$ cat config.mk
export PLATFORM = sky130hd
export DESIGN_NAME = md5_hash_engine_flat
export DESIGN_NICKNAME = d
export VERILOG_FILES = /design/src/hdl/md5_pkg.sv /design/src/hdl/md5_ifs.sv /design/src/hdl/md5_buf.sv /design/src/hdl/md5_round.sv /design/src/hdl/md5_hash_engine.sv /design/src/flat_wrapper.sv
export SDC_FILE = /design/constraint.sdc
export NUM_CORES = 2
export LEC_CHECK = 0
export BUFFER_PORTS_ARGS = -buffer_cell sky130_fd_sc_hd__buf_2
export CELL_PAD_IN_SITES_DETAIL_PLACEMENT = 0
export CELL_PAD_IN_SITES_GLOBAL_PLACEMENT = 1
export CORE_ASPECT_RATIO = 0.6
export CORE_MARGIN = 3
export CORE_UTILIZATION = 51
export DETAILED_ROUTE_END_ITERATION = 10
export PLACE_DENSITY = 0.84
export RECOVER_POWER = 25
export SETUP_SLACK_MARGIN = 0.05
export SKIP_LAST_GASP = 1
export SYNTH_ARGS = -nofsm -noshare
export SYNTH_HDL_FRONTEND = slang
export SYNTH_SLANG_ARGS = --single-unit
export TNS_END_PERCENT = 50
$ cat constraint.sdc
create_clock -name clk -period 10.8 [get_ports clk]
set_input_delay 0.54 -clock clk [delete_from_list [all_inputs] [get_ports clk]]
set_output_delay 0.54 -clock clk [all_outputs]
set_load 0.01 [all_outputs]
$ cat src/hdl/md5_pkg.sv
// shared types, constants and helper functions for the md5 engine
package md5_pkg;

  typedef logic [3:0][31:0] md5_words_t;

  typedef struct packed {
    logic load;
    logic step;
  } md5_rnd_ctl_t;

  typedef struct packed {
    logic       last;
    logic [3:0] m_addr;
  } md5_rnd_sts_t;

  localparam md5_words_t MD5_INIT = {32'h10325476, 32'h98badcfe, 32'hefcdab89, 32'h67452301};

  localparam logic [7:0] MD5_PAD_BYTE = 8'h80;
  localparam logic [5:0] MD5_LEN_POS  = 6'd56;
  localparam logic [5:0] MD5_LAST_POS = 6'd63;

  localparam logic [31:0] MD5_K [64] = '{
    32'hd76aa478, 32'he8c7b756, 32'h242070db, 32'hc1bdceee,
    32'hf57c0faf, 32'h4787c62a, 32'ha8304613, 32'hfd469501,
    32'h698098d8, 32'h8b44f7af, 32'hffff5bb1, 32'h895cd7be,
    32'h6b901122, 32'hfd987193, 32'ha679438e, 32'h49b40821,
    32'hf61e2562, 32'hc040b340, 32'h265e5a51, 32'he9b6c7aa,
    32'hd62f105d, 32'h02441453, 32'hd8a1e681, 32'he7d3fbc8,
    32'h21e1cde6, 32'hc33707d6, 32'hf4d50d87, 32'h455a14ed,
    32'ha9e3e905, 32'hfcefa3f8, 32'h676f02d9, 32'h8d2a4c8a,
    32'hfffa3942, 32'h8771f681, 32'h6d9d6122, 32'hfde5380c,
    32'ha4beea44, 32'h4bdecfa9, 32'hf6bb4b60, 32'hbebfbc70,
    32'h289b7ec6, 32'heaa127fa, 32'hd4ef3085, 32'h04881d05,
    32'hd9d4d039, 32'he6db99e5, 32'h1fa27cf8, 32'hc4ac5665,
    32'hf4292244, 32'h432aff97, 32'hab9423a7, 32'hfc93a039,
    32'h655b59c3, 32'h8f0ccc92, 32'hffeff47d, 32'h85845dd1,
    32'h6fa87e4f, 32'hfe2ce6e0, 32'ha3014314, 32'h4e0811a1,
    32'hf7537e82, 32'hbd3af235, 32'h2ad7d2bb, 32'heb86d391
  };

  localparam logic [4:0] MD5_ROT [16] = '{
    5'd7, 5'd12, 5'd17, 5'd22, 5'd5, 5'd9, 5'd14, 5'd20,
    5'd4, 5'd11, 5'd16, 5'd23, 5'd6, 5'd10, 5'd15, 5'd21
  };

  // message word index used by a round
  function automatic logic [3:0] md5_g(input logic [5:0] rnd);
    logic [3:0] lo;
    logic [3:0] g;
    lo = rnd[3:0];
    unique case (rnd[5:4])
      2'd0: g = lo;
      2'd1: g = 4'(lo * 4'd5 + 4'd1);
      2'd2: g = 4'(lo * 4'd3 + 4'd5);
      2'd3: g = 4'(lo * 4'd7);
      default: g = lo;
    endcase
    return g;
  endfunction

  function automatic logic [31:0] md5_rotl(input logic [31:0] x, input logic [4:0] s);
    logic [63:0] dbl;
    dbl = {x, x} << s;
    return dbl[63:32];
  endfunction

endpackage

$ cat src/hdl/md5_ifs.sv
// valid/ready channel interfaces for message bytes and digests
interface md5_in_if;
  logic       valid;
  logic       ready;
  logic [7:0] byte_value;
  logic       byte_present;
  logic       end_of_message;

  modport source (output valid, output byte_value, output byte_present,
                  output end_of_message, input ready);
  modport sink   (input valid, input byte_value, input byte_present,
                  input end_of_message, output ready);
endinterface

interface md5_out_if;
  logic        valid;
  logic        ready;
  logic [31:0] digest_word_a;
  logic [31:0] digest_word_b;
  logic [31:0] digest_word_c;
  logic [31:0] digest_word_d;

  modport source (output valid, output digest_word_a, output digest_word_b,
                  output digest_word_c, output digest_word_d, input ready);
  modport sink   (input valid, input digest_word_a, input digest_word_b,
                  input digest_word_c, input digest_word_d, output ready);
endinterface

$ cat src/hdl/md5_buf.sv
// 64-byte block buffer: byte writes, registered 32-bit word reads
module md5_buf (
  input  logic        clk,
  input  logic        we,
  input  logic [5:0]  waddr,
  input  logic [7:0]  wdata,
  input  logic [3:0]  raddr,
  output logic [31:0] rdata
);

  logic [31:0] mem [16];
  logic [31:0] rdata_r;

  always_ff @(posedge clk) begin
    if (we) begin
      mem[waddr[5:2]][{waddr[1:0], 3'b000} +: 8] <= wdata;
    end
    rdata_r <= mem[raddr];
  end

  assign rdata = rdata_r;

endmodule

$ cat src/hdl/md5_round.sv
// md5 round unit: working words and round counter, one round per step
module md5_round
  import md5_pkg::*;
(
  input  logic         clk,
  input  logic         rst_n,
  input  md5_rnd_ctl_t ctl,
  input  md5_words_t   chain_in,
  input  logic [31:0]  m_word,
  output md5_words_t   words,
  output md5_rnd_sts_t sts
);

  md5_words_t  w_r;
  md5_words_t  w_nxt;
  logic [5:0]  rnd_r;
  logic [31:0] f;
  logic [31:0] sum;
  logic [31:0] rot;

  always_comb begin
    unique case (rnd_r[5:4])
      2'd0: f = (w_r[1] & w_r[2]) | (~w_r[1] & w_r[3]);
      2'd1: f = (w_r[3] & w_r[1]) | (~w_r[3] & w_r[2]);
      2'd2: f = w_r[1] ^ w_r[2] ^ w_r[3];
      2'd3: f = w_r[2] ^ (w_r[1] | ~w_r[3]);
      default: f = '0;
    endcase
    sum = w_r[0] + f + MD5_K[rnd_r] + m_word;
    rot = md5_rotl(sum, MD5_ROT[{rnd_r[5:4], rnd_r[1:0]}]);
    w_nxt[0] = w_r[3];
    w_nxt[1] = w_r[1] + rot;
    w_nxt[2] = w_r[1];
    w_nxt[3] = w_r[2];
  end

  always_ff @(posedge clk) begin
    if (!rst_n) begin
      rnd_r <= '0;
    end else if (ctl.load) begin
      rnd_r <= '0;
    end else if (ctl.step) begin
      rnd_r <= rnd_r + 6'd1;
    end
  end

  always_ff @(posedge clk) begin
    if (ctl.load) begin
      w_r <= chain_in;
    end else if (ctl.step) begin
      w_r <= w_nxt;
    end
  end

  // prefetch the message word for the following round
  assign sts.m_addr = ctl.load ? 4'd0 : md5_g(rnd_r + 6'd1);
  assign sts.last   = (rnd_r == 6'd63);
  assign words      = w_r;

endmodule

$ cat src/hdl/md5_hash_engine.sv
// md5 hash engine top level: byte intake, padding sequencer and chaining words
//
// Takes up to one message byte per beat and returns the 128-bit MD5 digest as
// four little-endian words after a beat flagged end of message. A byte beat is
// taken only while the block sits idle. The 64th byte of a block starts a
// compression on the single round unit (a load that prefetches the first word,
// 64 rounds, one chaining add) during which no byte is taken. The end of
// message writes the 0x80 marker, zero bytes and eight length bytes into the
// buffer at one byte per cycle, but not while a full block is compressed, runs
// one or two compressions and a finish state that hands the digest to the
// output register once it is free; the next message may start while that
// digest still waits to be taken.
module md5_hash_engine
  import md5_pkg::*;
(
  input  logic      clk,
  input  logic      rst_n,
  md5_in_if.sink    in_ch,
  md5_out_if.source out_ch
);

  localparam logic [2:0] ST_IDLE  = 3'd0;
  localparam logic [2:0] ST_PAD80 = 3'd1;
  localparam logic [2:0] ST_PAD   = 3'd2;
  localparam logic [2:0] ST_LOAD  = 3'd3;
  localparam logic [2:0] ST_COMP  = 3'd4;
  localparam logic [2:0] ST_ADD   = 3'd5;
  localparam logic [2:0] ST_FIN   = 3'd6;

  logic [2:0]   state_r, state_nxt;
  logic [5:0]   fill_r, fill_nxt;
  logic [60:0]  cnt_r, cnt_nxt;
  md5_words_t   chain_r, chain_nxt;
  logic         pad_r, pad_nxt;
  logic         p80_r, p80_nxt;
  logic         len_r, len_nxt;
  logic         done_r, done_nxt;
  logic         out_valid_r, out_valid_nxt;
  md5_words_t   out_words_r, out_words_nxt;

  logic         in_accept;
  logic         out_accept;
  logic         buf_we;
  logic [7:0]   buf_wdata;
  logic [31:0]  buf_rdata;
  logic         len_sel;
  logic [63:0]  bit_len;
  logic [7:0]   len_byte;
  md5_rnd_ctl_t rnd_ctl;
  md5_rnd_sts_t rnd_sts;
  md5_words_t   rnd_words;

  assign in_ch.ready = (state_r == ST_IDLE);
  assign in_accept   = in_ch.valid && in_ch.ready;
  assign out_accept  = out_valid_r && out_ch.ready;

  assign bit_len  = {cnt_r, 3'b000};
  assign len_byte = bit_len[{fill_r[2:0], 3'b000} +: 8];
  assign len_sel  = len_r || (fill_r == MD5_LEN_POS);

  md5_buf u_buf (
    .clk   (clk),
    .we    (buf_we),
    .waddr (fill_r),
    .wdata (buf_wdata),
    .raddr (rnd_sts.m_addr),
    .rdata (buf_rdata)
  );

  md5_round u_round (
    .clk      (clk),
    .rst_n    (rst_n),
    .ctl      (rnd_ctl),
    .chain_in (chain_r),
    .m_word   (buf_rdata),
    .words    (rnd_words),
    .sts      (rnd_sts)
  );

  always_comb begin
    state_nxt     = state_r;
    fill_nxt      = fill_r;
    cnt_nxt       = cnt_r;
    chain_nxt     = chain_r;
    pad_nxt       = pad_r;
    p80_nxt       = p80_r;
    len_nxt       = len_r;
    done_nxt      = done_r;
    out_words_nxt = out_words_r;
    out_valid_nxt = out_valid_r && !out_accept;
    buf_we        = 1'b0;
    buf_wdata     = 8'h00;
    rnd_ctl       = '0;

    unique case (state_r)
      ST_IDLE: begin
        if (in_accept) begin
          if (in_ch.byte_present) begin
            buf_we    = 1'b1;
            buf_wdata = in_ch.byte_value;
            cnt_nxt   = cnt_r + 61'd1;
            fill_nxt  = fill_r + 6'd1;
            if (fill_r == MD5_LAST_POS) begin
              state_nxt = ST_LOAD;
              pad_nxt   = in_ch.end_of_message;
            end else if (in_ch.end_of_message) begin
              state_nxt = ST_PAD80;
            end
          end else if (in_ch.end_of_message) begin
            state_nxt = ST_PAD80;
          end
        end
      end
      ST_PAD80: begin
        buf_we    = 1'b1;
        buf_wdata = MD5_PAD_BYTE;
        fill_nxt  = fill_r + 6'd1;
        p80_nxt   = 1'b1;
        state_nxt = (fill_r == MD5_LAST_POS) ? ST_LOAD : ST_PAD;
      end
      ST_PAD: begin
        // zeros until offset 56, then the little-endian bit length
        buf_we    = 1'b1;
        buf_wdata = len_sel ? len_byte : 8'h00;
        len_nxt   = len_sel;
        fill_nxt  = fill_r + 6'd1;
        if (fill_r == MD5_LAST_POS) begin
          state_nxt = ST_LOAD;
          done_nxt  = len_sel;
        end
      end
      ST_LOAD: begin
        rnd_ctl.load = 1'b1;
        state_nxt    = ST_COMP;
      end
      ST_COMP: begin
        rnd_ctl.step = 1'b1;
        if (rnd_sts.last) begin
          state_nxt = ST_ADD;
        end
      end
      ST_ADD: begin
        for (int i = 0; i < 4; i++) begin
          chain_nxt[i] = chain_r[i] + rnd_words[i];
        end
        priority if (done_r) begin
          state_nxt = ST_FIN;
        end else if (p80_r) begin
          state_nxt = ST_PAD;
        end else if (pad_r) begin
          state_nxt = ST_PAD80;
        end else begin
          state_nxt = ST_IDLE;
        end
      end
      ST_FIN: begin
        if (!out_valid_r || out_accept) begin
          out_words_nxt = chain_r;
          out_valid_nxt = 1'b1;
          chain_nxt     = MD5_INIT;
          cnt_nxt       = '0;
          fill_nxt      = '0;
          pad_nxt       = 1'b0;
          p80_nxt       = 1'b0;
          len_nxt       = 1'b0;
          done_nxt      = 1'b0;
          state_nxt     = ST_IDLE;
        end
      end
      default: begin
        state_nxt = ST_IDLE;
      end
    endcase
  end

  always_ff @(posedge clk) begin
    if (!rst_n) begin
      state_r     <= ST_IDLE;
      fill_r      <= '0;
      cnt_r       <= '0;
      chain_r     <= MD5_INIT;
      pad_r       <= 1'b0;
      p80_r       <= 1'b0;
      len_r       <= 1'b0;
      done_r      <= 1'b0;
      out_valid_r <= 1'b0;
    end else begin
      state_r     <= state_nxt;
      fill_r      <= fill_nxt;
      cnt_r       <= cnt_nxt;
      chain_r     <= chain_nxt;
      pad_r       <= pad_nxt;
      p80_r       <= p80_nxt;
      len_r       <= len_nxt;
      done_r      <= done_nxt;
      out_valid_r <= out_valid_nxt;
    end
  end

  always_ff @(posedge clk) begin
    out_words_r <= out_words_nxt;
  end

  assign out_ch.valid         = out_valid_r;
  assign out_ch.digest_word_a = out_words_r[0];
  assign out_ch.digest_word_b = out_words_r[1];
  assign out_ch.digest_word_c = out_words_r[2];
  assign out_ch.digest_word_d = out_words_r[3];

  a_last_round_to_add: assert property (@(posedge clk) disable iff (!rst_n)
    (state_r == ST_COMP && rnd_sts.last) |=> (state_r == ST_ADD))
    else $error("compression did not end after the last round");

  a_len_starts_at_56: assert property (@(posedge clk) disable iff (!rst_n)
    $rose(len_r) |-> (fill_r == 6'd57))
    else $error("length bytes did not start at offset 56");

  a_final_block_empty: assert property (@(posedge clk) disable iff (!rst_n)
    (state_r == ST_FIN) |-> (fill_r == 6'd0 && len_r))
    else $error("digest finish with a partly filled block");

  a_count_held_in_pad: assert property (@(posedge clk) disable iff (!rst_n)
    (state_r == ST_PAD || state_r == ST_COMP) |=> $stable(cnt_r))
    else $error("byte count changed while padding or compressing");

endmodule

$ cat src/flat_wrapper.sv
// flat-port wrapper written by rule: the top's interface ports become plain ports
module md5_hash_engine_flat import md5_pkg::*;
  (clk, rst_n, in_ch_valid, in_ch_byte_value, in_ch_byte_present, in_ch_end_of_message, in_ch_ready, out_ch_valid, out_ch_digest_word_a, out_ch_digest_word_b, out_ch_digest_word_c, out_ch_digest_word_d, out_ch_ready);
  md5_in_if in_ch_i ();
  md5_out_if out_ch_i ();
  input  logic clk;
  input  logic rst_n;
  input wire logic [$bits(in_ch_i.valid)-1:0] in_ch_valid;
  input wire logic [$bits(in_ch_i.byte_value)-1:0] in_ch_byte_value;
  input wire logic [$bits(in_ch_i.byte_present)-1:0] in_ch_byte_present;
  input wire logic [$bits(in_ch_i.end_of_message)-1:0] in_ch_end_of_message;
  output wire logic [$bits(in_ch_i.ready)-1:0] in_ch_ready;
  output wire logic [$bits(out_ch_i.valid)-1:0] out_ch_valid;
  output wire logic [$bits(out_ch_i.digest_word_a)-1:0] out_ch_digest_word_a;
  output wire logic [$bits(out_ch_i.digest_word_b)-1:0] out_ch_digest_word_b;
  output wire logic [$bits(out_ch_i.digest_word_c)-1:0] out_ch_digest_word_c;
  output wire logic [$bits(out_ch_i.digest_word_d)-1:0] out_ch_digest_word_d;
  input wire logic [$bits(out_ch_i.ready)-1:0] out_ch_ready;
  assign in_ch_i.valid = in_ch_valid;
  assign in_ch_i.byte_value = in_ch_byte_value;
  assign in_ch_i.byte_present = in_ch_byte_present;
  assign in_ch_i.end_of_message = in_ch_end_of_message;
  assign in_ch_ready = in_ch_i.ready;
  assign out_ch_valid = out_ch_i.valid;
  assign out_ch_digest_word_a = out_ch_i.digest_word_a;
  assign out_ch_digest_word_b = out_ch_i.digest_word_b;
  assign out_ch_digest_word_c = out_ch_i.digest_word_c;
  assign out_ch_digest_word_d = out_ch_i.digest_word_d;
  assign out_ch_i.ready = out_ch_ready;
  md5_hash_engine u_core (.clk(clk), .rst_n(rst_n), .in_ch(in_ch_i), .out_ch(out_ch_i));
endmodule
== Yosys cells after proc, flatten, opt, wreduce, memory -nomap -nowiden ==
Memory sizes are Yosys's and may differ from the RTL's. A register that Yosys moved wholly into a read port is not among the register bits.
Cells that the tools add are included.

* Register bits: 465
* Memory bits (writable): 512
* ROM bits: 2128
* Output and inout port bits: 130
* Bits in latches: 0
* Memories: 3
* Bits of input ports: 14
* Logic and storage cells: 163

{| class="wikitable"
|+ Memories
! memory !! words !! bits a word !! rd ports !! clocked after memory_dff !! wr ports !! line !! source
|-
| (name not given) || 64 || 32 || 1 || 0 || 0 || md5_round.sv:29 || <nowiki>sum = w_r[0] + f + MD5_K[rnd_r] + m_word;</nowiki>
|-
| u_core.u_buf.mem || 16 || 32 || 1 || 1 || 1 || md5_buf.sv:11 || <nowiki>logic [31:0] mem [16];</nowiki>
|-
| (name not given) || 16 || 5 || 1 || 0 || 0 || md5_round.sv:30 || <nowiki>rot = md5_rotl(sum, MD5_ROT[{rnd_r[5:4], rnd_r[1:0]}]);</nowiki>
|}

* Divide/modulo/power cells: 0
* Bitwise gates (word level): 15
* Mux-type cells: 53
* Equal/unequal tests: 21
* Magnitude comparators: 2
* $mul: 3
* Add/subtract/negate cells: 14
* Reductions and logical operators: 27
* Shifts and indexed selects: 4

{| class="wikitable"
|+ Operators by type and width
! cell !! number
|-
| 2-to-1 mux 128 bit || 3
|-
| adder 32 bit || 8
|-
| case mux 128 bit (2 select lines) || 1
|-
| 2-to-1 mux 61 bit || 3
|-
| AND 32 bit || 4
|-
| case mux 32 bit (4 select lines) || 1
|-
| case mux 61 bit (2 select lines) || 1
|-
| 2-to-1 mux 32 bit || 3
|-
| bitwise OR 32 bit || 3
|-
| bitwise XOR 32 bit || 3
|-
| inverter 32 bit || 2
|-
| indexed part select 64 x 7 -> 8 bit || 1
|-
| << shifter 64 x 5 -> 64 bit || 1
|-
| adder 61 x 1 -> 61 bit, second input constant || 1
|-
| variable shift 8 x 7 -> 32 bit, first input constant || 1
|-
| indexed part select 8 x 7 -> 32 bit || 1
|-
| 2-to-1 mux 3 bit || 9
|-
| 2-to-1 mux 8 bit || 3
|-
| case mux 8 bit (3 select lines) || 1
|-
| case mux 3 bit (7 select lines) || 1
|-
| equality test 6 bit, second input constant || 3
|-
| 2-to-1 mux 6 bit || 3
|-
| case mux 6 bit (3 select lines) || 1
|-
| case mux 4 bit (4 select lines) || 1
|-
| 34 further kinds || 80
|}

== Depth between registers and ports, before layout ==
* Depth in word-level cells: 11
* Mapped depth: 44
* Mapped depth without buffers: 40

== By module ==
From an unflattened synthesis, not the netlist that was laid out.

* Cell total of the unflattened synthesis: 5062
* Area, all modules: 56277.7 um^2

{| class="wikitable"
|+ By module, submodules not included
! module !! cells an instance !! area each (um^2) !! seq. area each (um^2) !! instances
|-
| md5_buf || 954 || 20399.6 || 16015.4 || 1
|-
| md5_round || 2214 || 17944.7 || 3963.8 || 1
|-
| md5_hash_engine || 1894 || 17933.4 || 7907.6 || 1
|}

== Least setup slack after synthesis ==
OpenSTA, ideal clock, no wires.

* Path type: flip-flop to flip-flop
* Start: register u_core.u_round.rnd_r[1]
* End: register u_core.u_round.w_r (netlist bit u_core.u_round.words[62]), data pin
* Period minus slack after synthesis: 9.603 ns
* Slack: 1.197 ns
* Cell stages (with the launch flop): 42
* Library setup time: 0.268 ns
* Buffers on the path: 4
* Required time: 10.532 ns
* Arrival time: 9.334 ns
* Cell sequence: dfxtp_1 > clkbuf_1 > inv_1 > clkbuf_1 > ha_1 > clkbuf_1 > clkbuf_1 > nor2_1 > o21ai_0 > o211ai_1 > o211ai_1 > o311ai_0 > fa_1 > inv_1 > fa_1 > inv_1 > ha_1 > o211ai_1 > [... 6 more ...] > mux4_2 > and2_1 > o31ai_1 > mux2i_1 > ha_1 > fa_1 > a21o_1 > a21oi_1 > nand2b_1 > a211oi_1 > o31a_1 > a41oi_1 > o21ai_0 > o211a_1 > o41ai_1 > o21ai_0 > xnor2_1 > o21ai_0

* Cells in the longest elaborated chain, start to end: 10
* Elaborated cells between the ends (all ways): 14
* Those cells by class: add/sub: 3; shift: 1; mux: 6; bitwise: 2; memory: 2

{| class="wikitable"
|+ RTL lines
! element !! line !! source
|-
| from (decl) || md5_round.sv:16 || <nowiki>logic [5:0] rnd_r;</nowiki>
|-
| from (signal assigned) || md5_round.sv:43 || <nowiki>rnd_r <= rnd_r + 6'd1;</nowiki>
|-
| inverter 6 -> 7 bit (implied by the code) || md5_round.sv:29 ||
|-
| memory read (64 x 32 bit) || -- ||
|-
| 2-to-1 mux 32 bit (implied by the code) (2 in a row) || md5_round.sv:29 ||
|-
| adder 32 bit (2 in a row) || md5_round.sv:29 ||
|-
| << shifter 64 x 5 -> 64 bit (*) || md5_pkg.sv:63 || <nowiki>dbl = {x, x} << s;</nowiki>
|-
| adder 32 bit (*) || md5_round.sv:32 || <nowiki>w_nxt[1] = w_r[1] + rot;</nowiki>
|-
| 2-to-1 mux 128 bit (*) || md5_round.sv:50 || <nowiki>end else if (ctl.step) begin</nowiki>
|-
| 2-to-1 mux 128 bit (*) || md5_round.sv:48 || <nowiki>if (ctl.load) begin</nowiki>
|-
| to (signal assigned) || md5_round.sv:49 || <nowiki>w_r <= chain_in;</nowiki>
|-
| to (signal assigned) || md5_round.sv:51 || <nowiki>w_r <= w_nxt;</nowiki>
|-
| to (decl) || md5_round.sv:14 || <nowiki>md5_words_t w_r;</nowiki>
|}

Every way passes the cells marked *; elsewhere a longest branch is shown, timed or not. The select of a mux whose other input is x is not followed.
A chain may end at the register's enable or synchronous reset.

== Worst setup path after layout ==
* Start: register u_core.u_round.rnd_r[1]
* End: register u_core.u_round.w_r (netlist bit u_core.u_round.words[63]), data pin

Same word-level chain as after synthesis.

==> qor_table.md <==
| Metric | This run | Unit |
| --- | --- | --- |
| Result of the run | finished with violations | - |
| Violated checks | capacitance limit, slew limit | - |
| Register area share after synthesis | 48.8 | % |
| Number of global-route vias before repair | 42.1k | - |
| GR Util All Layers | 31.6 | % |
| Final nets | 6,038 | - |
| Clock input transition at the sequential cells of the worst setup and hold paths | 0.07 | ns |
| Number of synthesized register bits | 1,009 | - |
| Max Cap Violations | 7 | - |
| Number of max-slew violations in the final report | 363 | - |
| Syn_area_per_cell | 10.0 | um2 |
| Count of flip-flops with a built-in enable after synthesis | 768 | - |
| Cell with the biggest individual delay on the critical path | sky130_fd_sc_hd__o311ai_0 | - |
| TritonCTS clock tree | done | - |
| Most common cell after layout, fill and taps aside | sky130_fd_sc_hd__nand2_1 | - |
| Count of synthesis-stage warnings from yosys | 0 | - |
| Total core area | 110,000 | um2 |
| Clock buffers created by TritonCTS | 93 | - |
| Number of gates given a new drive strength after cts | 0 | - |
| Number of nets in the synthesized netlist | 6,033 | - |
| Cell Rows | 94 | - |
| Yosys cell types | 80 | - |
| Routing usage on met3 | 10.9 | % |
| Sink Count | 1,009 | - |
| Sum of routed wire length over all layers | 188,000 | um |
| Post-route fraction of the period consumed by the critical path | 94.2 | % |
| Fmax | 0.0983 | GHz |
| Buffers from clock root to sink, at most | 3 | - |
| Placement Setup Slack | 0.514 | ns |
| Met2 layer usage reported by global route | 39.7 | % |
| Wire length per cell | 25.9 | um |
| Area contributors post-synth | sky130_fd_sc_hd__edfxtp_1 (40%), sky130_fd_sc_hd__dfxtp_1 (8.4%), sky130_fd_sc_hd__ha_1 (5.4%), sky130_fd_sc_hd__nand2_1 (5.4%), sky130_fd_sc_hd__mux2i_1 (3.1%) | - |
| Cell count after synthesis | 5,703 | - |
| Setup TNS Final | 0 | ns |
| Data required, critical path | 11.25 | ns |
| Boundary pin count | 144 | - |
| Die Wd | 438 | um |
| Effective utilization at floorplan | 51.8 | % |
| Critical path startpoint category | flip-flop | - |
| Most frequent cells in the layout | sky130_fd_sc_hd__nand2_1 (810), sky130_fd_sc_hd__edfxtp_1 (768), sky130_fd_sc_hd__nor2_1 (422), sky130_fd_sc_hd__a21oi_1 (347), sky130_fd_sc_hd__o21ai_0 (263) | - |
| Clock root buffer | sky130_fd_sc_hd__clkbuf_16 | - |
| Total standard cell area after synthesis | 57,200 | um2 |
| Number of DRC violations after detailed routing | 0 | - |
| Die extent in y | 265 | um |
| Synth-to-Final Area Change | 9.19 | % |
| Setup Crit Path Kind | reg2reg | - |
| Leak Pwr | 23.6 | nW |
| Pin count of the biggest net entering global routing | 153 | - |
| Final worst setup slack | 0.624 | ns |
| Time the final worst path needs with I/O delays and setup | 10.18 | ns |
| Final hold violations | 0 | - |
| Detailed-routing iteration count for the pre-antenna-repair pass | 8 | - |
| Worst min path class | in2reg | - |
| Cell type with the largest total area after synthesis | sky130_fd_sc_hd__edfxtp_1 | - |
| Antenna violations before repair | 8 | - |
| Vias after detailed routing | 46.1k | - |
| Worst hold slack | 0.142 | ns |
| Arrival time of the worst setup path | 10.63 | ns |
| Share of cells above drive strength 1 | 6.14 | % |
| Later-pin clock latency in the skew report | 0.73 | ns |
| Final number of setup-violating endpoints | 0 | - |
| Number of buffers inserted by post-CTS setup repair | 0 | - |
| Number of standard cells in the final layout excluding fillers | 7,274 | - |
| Buffers added on ports | 143 | - |
| Slew at the pin closest to its max-slew limit | 4.10 | ns |
| Critical Path Sink Type | flip-flop | - |
| Remaining max-slew budget at the tightest pin | -174 | % |
| Die Footprint | 116,000 | um2 |
| Initial drt markers | 6,140 | - |
| Async S/R FF share, synth | 0 | % |
| Number of nets with antenna violations after detailed routing | 0 | - |
| Setup repair after global routing missed its margin | yes | - |
| Post-route clock skew | 0.0334 | ns |
| Met1 capacity usage during global routing | 51.1 | % |
| Last weighted congestion value of the routability-driven placer | 1.01 | - |
| Busiest metal layer after global routing | met1 | - |
| Placed insts | 7,101 | - |
| Via/cell ratio | 6.33 | - |
| Power density over the cells | 249 | nW/um2 |
| Global route total overflow | 0 | - |
| Total buffers and inverters traversed by the critical path | 5 | - |
| Cell type with the highest occurrence count on the critical path | sky130_fd_sc_hd__ha_1 | - |
| Worst path max stage delay | 0.61 | ns |
| Max FO, Critical Path | 25 | - |
| Total half-perimeter wirelength after legalization and detailed placement | 134,000 | um |
| Global-route wire length before repair | 277,000 | um |
| Flip-flop cell with the highest count after synthesis | sky130_fd_sc_hd__edfxtp_1 | - |
| IR drop worst, VDD | 0.261 | mV |
| Hold buffers post-CTS | 0 | - |
| H-tree depth | 3 | - |
| Kind of cell adding the most delay to the critical path | compound AO/OA/AOI/OAI gates | - |
| Fraction of synthesized cell area taken by the top area cell type | 40.3 | % |
## synthesized netlist by cell type (all sizes together) (15+ instances only)
| master | number |
|---|---|
| o21a | 30 |
| and2 | 47 |
| nor3 | 81 |
| o22ai | 34 |
| buf | 45 |
| nor2b | 77 |
| nand3 | 133 |
| o311ai | 18 |
| o31ai | 22 |
| mux4 | 21 |
| and3 | 160 |
| o211ai | 36 |
| clkbuf | 293 |
| a31oi | 102 |
| edfxtp | 768 |
| a221o | 33 |
| xnor2 | 144 |
| a21boi | 37 |
| nor2 | 425 |
| a21o | 86 |
| o2111ai | 34 |
| or3 | 43 |
| mux2i | 177 |
| mux2 | 17 |
| inv | 220 |
| ha | 249 |
| a211o | 15 |
| fa | 67 |
| o21ai | 275 |
| a21oi | 349 |
| nand2b | 59 |
| nand2 | 816 |
| a211oi | 232 |
| nand4 | 27 |
| xor2 | 113 |
| dfxtp | 241 |
| a22oi | 20 |
## state kept, by name, indices dropped and copies added (netlist names), 3 cells and up
name and cells:
u_core.u_round.rnd_r 6, u_core.out_ch.digest_word_a 32, u_core.fill_r 6, u_core.u_round.words 128, u_core.state_r 3, u_core.chain_r 128, u_core.u_buf.rdata 32, u_core.out_ch.digest_word_b 32
u_core.u_buf.mem 512, u_core.out_ch.digest_word_d 32, u_core.out_ch.digest_word_c 32, u_core.cnt_r 61
## metal layers
layer / share of wire [%] / routed length, um
met3: 13 / 25400
met5: 0.093 / 176
met4: 1.9 / 3510
met1: 47 / 88400
met2: 38 / 70800
## cell families after synthesis
logic type	Yosys count	share of synthesized area [%]
and+or+nand+nor	1923	15.3
AOI/OAI and AO/OA	1424	16.3
muxes	215	4.26
xor gates and xnor gates	257	3.94
adders and majority gates	317	7.81
buffers and inverters	558	3.68
DFF	1009	48.8
## cell type report
| class | count | area, um2 |
|---|---|---|
| sequential | 1009 | 27900 |
| antenna | 3 | 7.51 |
| tap | 1488 | 1860 |
| fill | 9563 | 48000 |
| timing repair buffer | 248 | 1380 |
| inverter | 220 | 835 |
| clock buffer | 124 | 2610 |
| multi-input combinational | 4136 | 27300 |
| clock inverter | 46 | 495 |
## power breakdown
| group | leakage, nW | switching, mW | internal, mW |
|---|---|---|---|
| clock | 1.53 | 1.53 | 1.88 |
| combinational | 13.0 | 4.53 | 2.86 |
| sequential | 9.02 | 0.206 | 4.54 |
## worst paths after layout
| path | slack [ns] | from | cells past startpoint | to |
|---|---|---|---|---|
| min reg2reg | 0.50 | u_core.chain_r[117]$_SDFFE_PN1P_ | 0 | u_core.out_ch.digest_word_d[21]$_DFFE_PP_ |
| min | 0.14 | in_ch_end_of_message | 3 | u_core.pad_r$_SDFFE_PN0P_ |
| max | 0.62 | u_core.u_round.rnd_r[1]$_SDFFE_PP0P_ | 36 | u_core.u_round.words[63]$_DFFE_PP_ |
| max reg2reg | 0.62 | u_core.u_round.rnd_r[1]$_SDFFE_PP0P_ | 36 | u_core.u_round.words[63]$_DFFE_PP_ |
## worst register-to-register path, delay by kind of cell (launching register included)
kind | cells | cell delay, ns
fa+ha+maj | 5 | 1.85
flops | 1 | 0.34
buf+inv | 5 | 0.97
mux | 2 | 0.47
simple gates | 8 | 1.87
compound gates | 15 | 4.32
xor+xnor | 1 | 0.13
## per-stage QoR
stage,cell area (um2),power [mW],util [%]
global route,62400,16.4,56.5
detailed placement,59400,11.9,53.8
global placement,59400,11.8,53.8
CTS,62500,15.3,56.6
finish,62400,15.5,56.5
floorplan,57200,9.93,-
(Power assumes the default switching activity.)
